--- src/sv/sm3_pkg.sv ---
// ----------------------------------------------------------------------------
// SM3 package
// Shared types, constants and round functions for the SM3 hash engine.
// ----------------------------------------------------------------------------
package sm3_pkg;

  localparam logic [31:0] T_LOW  = 32'h79CC4519;
  localparam logic [31:0] T_HIGH = 32'h7A879D8A;
  localparam logic [7:0]  PAD_BYTE = 8'h80;

  typedef logic [31:0] word_t;

  localparam word_t IV [8] = '{32'h7380166F, 32'h4914B2B9, 32'h172442D7, 32'hDA8A0600,
                               32'hA96F30BC, 32'h163138AA, 32'hE38DEE4D, 32'hB0FB0E4E};

  // datapath commands
  typedef struct packed {
    logic put_byte;     // store in_data_byte at the fill position
    logic put_pad;      // store pad byte and clear rest of block
    logic zero_block;   // clear whole block
    logic put_len;      // write bit length into words 14 and 15
    logic load;         // load window and working registers
    logic round;        // run one round
    logic finish;       // fold working registers into chaining value
    logic reset_msg;    // back to initial value, count zero
  } cmd_t;

  typedef struct packed {
    logic [5:0] pos;      // byte position within the block
    logic       last_rnd; // round 63 in progress
  } stat_t;

  function automatic word_t rotl(word_t x, logic [4:0] n);
    logic [63:0] d;
    d = {x, x} << n;
    return d[63:32];
  endfunction

  function automatic word_t p0(word_t x);
    return x ^ rotl(x, 5'd9) ^ rotl(x, 5'd17);
  endfunction

  function automatic word_t p1(word_t x);
    return x ^ rotl(x, 5'd15) ^ rotl(x, 5'd23);
  endfunction

endpackage

--- src/sv/sm3_datapath.sv ---
// ----------------------------------------------------------------------------
// SM3 datapath
// Block buffer, byte count, message expansion window and round logic.
// ----------------------------------------------------------------------------
module sm3_datapath import sm3_pkg::*; (
  input  logic       clk,
  input  logic       rst_n,
  input  cmd_t       cmd,
  input  logic [7:0] byte_in,
  input  logic [2:0] rd_idx,
  output word_t      cv_word,
  output stat_t      stat
);

  word_t       blk_r [16];
  word_t       win_r [16];
  word_t       reg_r [8];
  word_t       cv_r  [8];
  logic [60:0] cnt_r;
  logic [5:0]  rnd_r;

  word_t wj, wj4, wnew, ff, gg, tc, a12, ss1, ss2, tt1, tt2, x;
  logic [63:0] bits;

  assign stat.pos      = cnt_r[5:0];
  assign stat.last_rnd = (rnd_r == 6'd63);
  assign cv_word       = cv_r[rd_idx];
  assign bits          = {cnt_r, 3'b000};

  always_comb begin
    // window is a shift line: win_r[0] is W[j], win_r[4] is W[j+4]
    x    = win_r[0] ^ win_r[7] ^ rotl(win_r[13], 5'd15);
    wnew = p1(x) ^ rotl(win_r[3], 5'd7) ^ win_r[10];
    wj   = win_r[0];
    wj4  = win_r[4];
    if (rnd_r < 6'd16) begin
      tc = T_LOW;
      ff = reg_r[0] ^ reg_r[1] ^ reg_r[2];
      gg = reg_r[4] ^ reg_r[5] ^ reg_r[6];
    end else begin
      tc = T_HIGH;
      ff = (reg_r[0] & reg_r[1]) | (reg_r[0] & reg_r[2]) | (reg_r[1] & reg_r[2]);
      gg = (reg_r[4] & reg_r[5]) | (~reg_r[4] & reg_r[6]);
    end
    a12 = rotl(reg_r[0], 5'd12);
    ss1 = rotl(a12 + reg_r[4] + rotl(tc, rnd_r[4:0]), 5'd7);
    ss2 = ss1 ^ a12;
    tt1 = ff + reg_r[3] + ss2 + (wj ^ wj4);
    tt2 = gg + reg_r[7] + ss1 + wj;
  end

  always_ff @(posedge clk) begin
    if (!rst_n) begin
      cnt_r <= '0;
      rnd_r <= '0;
      for (int i = 0; i < 8; i++) cv_r[i] <= IV[i];
    end else begin
      if (cmd.put_byte) begin
        blk_r[cnt_r[5:2]][(5'd3 - {3'b000, cnt_r[1:0]})*8 +: 8] <= byte_in;
        cnt_r <= cnt_r + 61'd1;
      end
      if (cmd.put_pad) begin
        for (int b = 0; b < 64; b++) begin
          if (6'(b) == cnt_r[5:0]) blk_r[b/4][(3-b%4)*8 +: 8] <= PAD_BYTE;
          else if (6'(b) > cnt_r[5:0]) blk_r[b/4][(3-b%4)*8 +: 8] <= 8'h00;
        end
      end
      if (cmd.zero_block) for (int i = 0; i < 16; i++) blk_r[i] <= '0;
      if (cmd.put_len) begin
        blk_r[14] <= bits[63:32];
        blk_r[15] <= bits[31:0];
      end
      if (cmd.load) begin
        for (int i = 0; i < 16; i++) win_r[i] <= blk_r[i];
        for (int i = 0; i < 8; i++) reg_r[i] <= cv_r[i];
        rnd_r <= '0;
      end
      if (cmd.round) begin
        for (int i = 0; i < 15; i++) win_r[i] <= win_r[i+1];
        win_r[15] <= wnew;
        reg_r[3] <= reg_r[2];
        reg_r[2] <= rotl(reg_r[1], 5'd9);
        reg_r[1] <= reg_r[0];
        reg_r[0] <= tt1;
        reg_r[7] <= reg_r[6];
        reg_r[6] <= rotl(reg_r[5], 5'd19);
        reg_r[5] <= reg_r[4];
        reg_r[4] <= p0(tt2);
        rnd_r <= rnd_r + 6'd1;
      end
      if (cmd.finish) for (int i = 0; i < 8; i++) cv_r[i] <= cv_r[i] ^ reg_r[i];
      if (cmd.reset_msg) begin
        cnt_r <= '0;
        for (int i = 0; i < 8; i++) cv_r[i] <= IV[i];
      end
    end
  end

endmodule

--- src/sv/sm3_ctrl.sv ---
// ----------------------------------------------------------------------------
// SM3 controller
// Sequences byte intake, padding, compression and digest output.
// ----------------------------------------------------------------------------
module sm3_ctrl import sm3_pkg::*; (
  input  logic       clk,
  input  logic       rst_n,
  input  logic       in_valid,
  output logic       in_ready,
  input  logic       in_has_byte,
  input  logic       in_end_of_message,
  output logic       out_valid,
  input  logic       out_ready,
  output logic [2:0] out_word_index,
  output logic       out_last_word,
  output cmd_t       cmd,
  input  stat_t      stat
);

  localparam logic [2:0] S_IDLE = 3'd0, S_LOAD = 3'd1, S_RUN = 3'd2, S_FOLD = 3'd3,
                         S_PAD  = 3'd4, S_ZERO = 3'd5, S_LEN = 3'd6, S_OUT  = 3'd7;

  logic [2:0] state_r, state_nxt;
  logic       eom_r, eom_nxt;     // padding pending after the current block
  logic       ovf_r, ovf_nxt;     // padded block overflowed, length-only block follows
  logic       final_r, final_nxt; // current compression is the last one
  logic [2:0] idx_r, idx_nxt;

  assign in_ready       = (state_r == S_IDLE);
  assign out_valid      = (state_r == S_OUT);
  assign out_word_index = idx_r;
  assign out_last_word  = (idx_r == 3'd7);

  always_comb begin
    cmd       = '0;
    state_nxt = state_r;
    eom_nxt   = eom_r;
    ovf_nxt   = ovf_r;
    final_nxt = final_r;
    idx_nxt   = idx_r;
    case (state_r)
      S_IDLE: begin
        if (in_valid) begin
          cmd.put_byte = in_has_byte;
          if (in_has_byte && stat.pos == 6'd63) begin
            state_nxt = S_LOAD;
            eom_nxt   = in_end_of_message;
            final_nxt = 1'b0;
          end else if (in_end_of_message) begin
            state_nxt = S_PAD;
          end
        end
      end
      S_LOAD: begin
        cmd.load  = 1'b1;
        state_nxt = S_RUN;
      end
      S_RUN: begin
        cmd.round = 1'b1;
        if (stat.last_rnd) state_nxt = S_FOLD;
      end
      S_FOLD: begin
        // fold once round 63 has landed in the working registers
        cmd.finish = 1'b1;
        if (final_r) begin
          state_nxt = S_OUT;
          idx_nxt   = '0;
        end else if (eom_r) begin
          eom_nxt   = 1'b0;
          state_nxt = S_PAD;
        end else if (ovf_r) begin
          ovf_nxt   = 1'b0;
          state_nxt = S_ZERO;
        end else begin
          state_nxt = S_IDLE;
        end
      end
      S_PAD: begin
        cmd.put_pad = 1'b1;
        if (stat.pos >= 6'd56) begin
          ovf_nxt   = 1'b1;
          state_nxt = S_LOAD;
        end else begin
          state_nxt = S_LEN;
        end
      end
      S_ZERO: begin
        cmd.zero_block = 1'b1;
        state_nxt      = S_LEN;
      end
      S_LEN: begin
        cmd.put_len = 1'b1;
        final_nxt   = 1'b1;
        state_nxt   = S_LOAD;
      end
      S_OUT: begin
        if (out_ready) begin
          idx_nxt = idx_r + 3'd1;
          if (idx_r == 3'd7) begin
            cmd.reset_msg = 1'b1;
            state_nxt     = S_IDLE;
            final_nxt     = 1'b0;
          end
        end
      end
      default: state_nxt = S_IDLE;
    endcase
  end

  always_ff @(posedge clk) begin
    if (!rst_n) begin
      state_r <= S_IDLE;
      eom_r   <= 1'b0;
      ovf_r   <= 1'b0;
      final_r <= 1'b0;
      idx_r   <= '0;
    end else begin
      state_r <= state_nxt;
      eom_r   <= eom_nxt;
      ovf_r   <= ovf_nxt;
      final_r <= final_nxt;
      idx_r   <= idx_nxt;
    end
  end

endmodule

--- src/sv/sm3_hash_engine.sv ---
// ----------------------------------------------------------------------------
// SM3 hash engine
// Hashes a byte stream with SM3 and emits the 256-bit digest as 8 words.
// ----------------------------------------------------------------------------
// Usage:
//   Input channel (in_valid/in_ready) takes one word per accepted item: an
//   optional message byte (in_has_byte) and an end mark (in_end_of_message).
//   Bytes are taken one per cycle while a block fills. The 64th byte of a
//   block starts the compression: a load step, 64 rounds at one per
//   cycle and a fold step; in_ready is low throughout.
//   On the end mark the engine pads, adds the bit length and compresses
//   once or twice (twice when fewer than 9 bytes remain in the block),
//   then presents eight digest words on out_* with out_word_index 0..7
//   and out_last_word on word 7.
//   The round loop sets the rate: no byte of the next block is taken
//   while a block is compressed.
//   A stalled receiver (out_ready low) holds the current word; no new input
//   is taken until the last word has gone. Afterwards the chaining value
//   returns to the SM3 initial value and the byte count to zero.
//   Reset (rst_n low, synchronous) loads the initial value and idles.
// ----------------------------------------------------------------------------
module sm3_hash_engine import sm3_pkg::*; (
  input  logic        clk,
  input  logic        rst_n,
  input  logic        in_valid,
  output logic        in_ready,
  input  logic [7:0]  in_data_byte,
  input  logic        in_has_byte,
  input  logic        in_end_of_message,
  output logic        out_valid,
  input  logic        out_ready,
  output logic [31:0] out_digest_word,
  output logic [2:0]  out_word_index,
  output logic        out_last_word
);

  cmd_t  cmd;
  stat_t stat;

  sm3_ctrl u_ctrl (
    .clk, .rst_n, .in_valid, .in_ready, .in_has_byte, .in_end_of_message,
    .out_valid, .out_ready, .out_word_index, .out_last_word,
    .cmd, .stat
  );

  sm3_datapath u_dp (
    .clk, .rst_n, .cmd, .byte_in(in_data_byte), .rd_idx(out_word_index),
    .cv_word(out_digest_word), .stat
  );

endmodule

--- config.mk ---
export PLATFORM = sky130hd
export DESIGN_NAME = sm3_hash_engine
export DESIGN_NICKNAME = d
export VERILOG_FILES = /design/src/sv/sm3_pkg.sv /design/src/sv/sm3_datapath.sv /design/src/sv/sm3_ctrl.sv /design/src/sv/sm3_hash_engine.sv
export SDC_FILE = /design/constraint.sdc
export NUM_CORES = 2
export LEC_CHECK = 0
export BUFFER_PORTS_ARGS = -buffer_cell sky130_fd_sc_hd__buf_2
export CAP_MARGIN = 10
export CORE_MARGIN = 10
export CORE_UTILIZATION = 60
export CTS_CLUSTER_SIZE = 24
export DETAILED_ROUTE_END_ITERATION = 10
export PLACE_DENSITY = 0.76
export SYNTH_ARGS = -nofsm -noshare
export SYNTH_HDL_FRONTEND = slang
export SYNTH_SLANG_ARGS = --single-unit
--- constraint.sdc ---
create_clock -name clk -period 78.8 [get_ports clk]
set_clock_uncertainty 0.15 [all_clocks]
set_input_delay 3.94 -clock clk [delete_from_list [all_inputs] [get_ports clk]]
set_output_delay 3.94 -clock clk [all_outputs]
set_load 0.01 [all_outputs]
---- Word-level counts from Yosys, hierarchy flattened ----
Memory sizes are Yosys's and may differ from the RTL's. A register that Yosys moved wholly into a read port is not among the register bits.
Cells that the tools add are included.
word-level totals
  register bits after elaboration ......... 76
  bits in writable memories ............... 1536
  logic and storage cells ................. 1221
  memories kept ........................... 4
memories
  memory      depth  bits a word  rd ports  clocked after memory_dff  wr ports  RTL line            source
  u_dp.blk_r  16     32           16        0                         16        sm3_datapath.sv:15  word_t blk_r [16];
  u_dp.win_r  16     32           16        0                         16        sm3_datapath.sv:16  word_t win_r [16];
  u_dp.cv_r   8      32           9         1                         8         sm3_datapath.sv:18  word_t cv_r [8];
  u_dp.reg_r  8      32           8         0                         8         sm3_datapath.sv:17  word_t reg_r [8];
operators by class
  $add $sub $neg .......................... 13
  magnitude comparators ................... 66
  equal/unequal tests ..................... 83
  shifts and indexed selects .............. 3
  multiplexer cells ....................... 822
  bitwise gates (word level) .............. 208
  reductions and logical operators ........ 15
operator list
  cell                                                    number
  two-way mux 32 bit                                      45
  two-way mux 8 bit                                       136
  XOR 32 bit                                              22
  two-way mux 1 bit                                       618
  adder 32 bit                                            8
  == test 6 bit (first input constant)                    32
  > comparator 6 bit (first input constant)               32
  bitwise OR 1 bit                                        176
  bitwise AND 32 bit                                      5
  == test 5 x 6 -> 1 bit (first input constant)           16
  > comparator 5 x 6 -> 1 bit (first input constant)      16
  bitwise OR 32 bit                                       3
  left shift 64 x 5 -> 64 bit                             1
  adder 61 x 1 -> 61 bit (second input constant)          1
  == test 4 x 6 -> 1 bit (first input constant)           8
  > comparator 4 x 6 -> 1 bit (first input constant)      8
  two-way mux 3 bit                                       14
  negation 32 -> 34 bit                                   1
  variable shift 8 x 34 -> 32 bit (first input constant)  1
  indexed part select 8 x 34 -> 32 bit                    1
  inverter 32 bit                                         1
  OR reduction 32 bit                                     1
  two-way mux 26 bit                                      1
  == test 3 x 6 -> 1 bit (first input constant)           4
  33 further kinds                                        59

---- Longest topological paths before layout ----
An unclocked memory read counts as a cell.
  depth after elaboration ................. 11
  depth in mapped cells ................... 40
  mapped depth without buffers ............ 37

---- By module ----
From an unflattened synthesis, not the netlist that was laid out.
unflattened totals
  cells, all modules ...................... 8085
  area total of the unflattened synthesis .. 82710.6 µm²
by module, submodules not included
  module        instances  cells an instance  area each (µm²)  sequential area each (µm²)
  sm3_datapath  1          8001               82052.4          41670.0
  sm3_ctrl      1          84                 658.1            180.2

---- Worst setup path after synthesis ----
No wires, ideal clock.
  path kind ............................... input-to-reg
  start point ............................. input rst_n
  end point ............................... memory u_dp.reg_r[0][0] in the netlist's numbering (enable)
  setup time .............................. 2.844 ns
  data arrival time ....................... 56.214 ns
  path slack .............................. 19.592 ns
  stages .................................. 3
  cells stage by stage .................... clkbuf_1 > inv_2 > nor3_1
RTL lines
  element          RTL line               source
  start, declared  sm3_hash_engine.sv:24  input logic rst_n,
  end, declared    sm3_datapath.sv:17

==> flow_summary_export.csv <==
group,metric,value,unit
global_route,grt_pass1_wl,442,mm
logic_synthesis,yosys_warnings,0,
route,drc,0,
placed_design,place_area,85000,um^2
critical_path,cp_max_fo,52,
route,wl_per_cell,29.0,um
timing,finalSetupTns,0,ps
timing,max_freq,0.0915,GHz
critical_path,arrival,11260,ps
global_route,grt_overflow,0,
logic_synthesis,synthDistinctLibCells,84,
floorplanning,die_h,392,um
route,wl,307,mm
finish,drive_gt1_share,8.89,%
floorplanning,die_w,392,um
route,drtIter0Drc,8639,
timing,grt_setup_unrepaired,"false",
finish,layout_common_cells,"nand2_1, edfxtp_1, dfxtp_1, a21oi_1, nor2_1",
placed_design,place_hpwl,225,mm
cts,clk_latency,830,ps
floorplanning,coreArea,137000,um^2
placed_design,gp_congestion,1.06,
cts,cts_setup_buffers,0,
finish,layout_commonest_cell,"nand2_1",
logic_synthesis,synth-edff-count,955,
finish,finalNetCount,8961,
logic_synthesis,synth_top_area_cell,"edfxtp_1",
critical_path,critPathLaunch,"u_dp.rnd_r[5]",
route,num_vias,67200,
cts,cts_resized,0,
global_route,antenna_found_initial,8,
route,viasPerCell,6.34,
hold_path,worstHoldStart,"u_dp.blk_r[3][6]",
run_status,status,"completed",
critical_path,critPathTopFamily,"compound AO/OA/AOI/OAI gates",
timing,setup_violations,0,
logic_synthesis,async_flop_share,0,%
critical_path,reg2reg_from,"u_dp.rnd_r[5]",
logic_synthesis,syn-num-nets,9042,
critical_path,crit_buf_inv,6,
floorplanning,num_io_pins,52,
hold_path,min_path_type,"flop to flop",
cts,clkTransAtPathRegs,60,ps
critical_path,slowest_stage,"buf_4",
logic_synthesis,synth.area.top_cells,"edfxtp_1, dfxtp_1, nand2_1, xnor2_1, fa_1",
timing,finalCritPeriodShare,13.9,%
route,final_antenna_net_count,0,
critical_path,cp-end-kind,"flop",
finish,fin_area,90800,um^2
global_route,gr-usage-all-layers,39.4,%
cts,cts_tree,"built",
timing,final-max-slew-violation-count,0,
timing,min_period,10920,ps
floorplanning,initial_utilization,60.4,%
critical_path,crit_type,"flop to flop",
logic_synthesis,synthCells,8733,
critical_path,cp_slowest_stage_delay,670,ps
logic_synthesis,syn_area,83000,um^2
logic_synthesis,synth-seq-cells,1615,
critical_path,required,79140,ps
logic_synthesis,syn_avg_cell_area,9.51,um^2
cts,cts_inserted_buffers,167,
flow_run,maxCapViolCount,0,
cts,h-tree-depth,4,
placed_design,io_buffers,51,
timing,slew_headroom,3.09,%
timing,finalHoldViolations,0,
critical_path,crit_path_start_kind,"flop",
route,first_pass_iters,8,
global_route,grt_max_degree,191,
logic_synthesis,seq_area_frac_synth,50.5,%
timing,tightest_slew,1450,ps
cts,clockBufferDepth,3,
floorplanning,row_count,136,
cts,cts.sinks,1615,
floorplanning,dieArea,154000,um^2
logic_synthesis,yosysTopAreaCellShare,34.5,%
cts,clock_tree.root_cell,"clkbuf_16",
logic_synthesis,synth_ff_type,"edfxtp_1",
cts,cts_hold_buf,0,
finish,area_delta_synth_final,9.37,%
critical_path,crit_top_cell,"fa_1",
global_route,grt_pass1_vias,63900,
## worst min-delay path, delay by kind of cell (launching register included)
family	cells	cell delay (ps)
DFF	1	310
and+or+nand+nor	1	50
AOI/OAI and AO/OA	1	50
## synth_stat cells (all sizes together), types with 14 or more instances
master	n
nand2	2763
edfxtp	955
dfxtp	660
a21oi	636
nor2	541
xnor2	449
clkbuf	389
o21ai	375
inv	237
xor2	223
mux2	203
fa	188
nand3	113
ha	107
and3	90
a211oi	75
mux4	64
o22ai	58
buf	45
and2	44
a21o	42
mux2i	42
nand4	39
nand2b	36
a31oi	34
nor3	34
o211ai	32
or2	29
o21a	28
o31ai	24
or3	24
a22oi	17
a32o	15
nor2b	14
## per-stage QoR
step,instances,utilization (%),hold WS (ps),worst slack [ps]
6_report,10600,66.0,304,67880
5_1_grt,10600,66.0,318,67370
4_1_cts,10600,66.0,303,67960
3_5_place_dp,10300,61.8,295,68070
3_3_place_gp,10300,61.8,288,68140
2_1_floorplan,8733,-,283,19590
## per-layer routing
layer,vias up,share of wire [%],track usage [%]
met2,4260,45,60.8
met4,8,10,33.0
li1,29400,-,-
met3,1071,10,8.13
met1,32400,35,47.5
met5,-,0.020,0
## cell families after synthesis
family          share of synthesized area, %
xor+xnor                                7.33
fa+ha+maj                               6.15
compound gates                          9.71
simple gates                            18.3
buf+inv                                 3.07
flops                                   50.5
mux                                     5.00
## final cells by class
type,instances,area (um^2)
Inverter,240,902
Tap cell,1794,2240
Timing Repair Buffer,184,1320
Antenna cell,5,12.5
Clock buffer,240,4800
Sequential cell,1615,41900
Fill cell,10800,46700
Multi-Input combinational cell,6444,38700
Clock inverter,75,928
## state kept, by name (all words and copies together) (netlist names), named ones only
register / count
u_ctrl.ovf_r: 1
u_ctrl.eom_r: 1
u_ctrl.final_r: 1
u_dp.win_r: 512
u_dp.cv_r: 256
u_ctrl.state_r: 3
u_dp.reg_r: 256
u_dp.blk_r: 512
u_dp.rnd_r: 6
u_dp.cnt_r: 61
u_ctrl.out_word_index: 3
## final timing paths
| path | slack, ps | end | cells after the start |
|---|---|---|---|
| max | 67880 | u_dp.reg_r[1][31] | 36 |
| min | 300 | u_dp.blk_r[3][6] | 2 |
| max reg2reg | 67880 | u_dp.reg_r[1][31] | 36 |
| min reg2reg | 300 | u_dp.blk_r[3][6] | 2 |
Power is not shown: default switching activity piles up to over one toggle a cycle in this logic, so the estimate is an artifact.
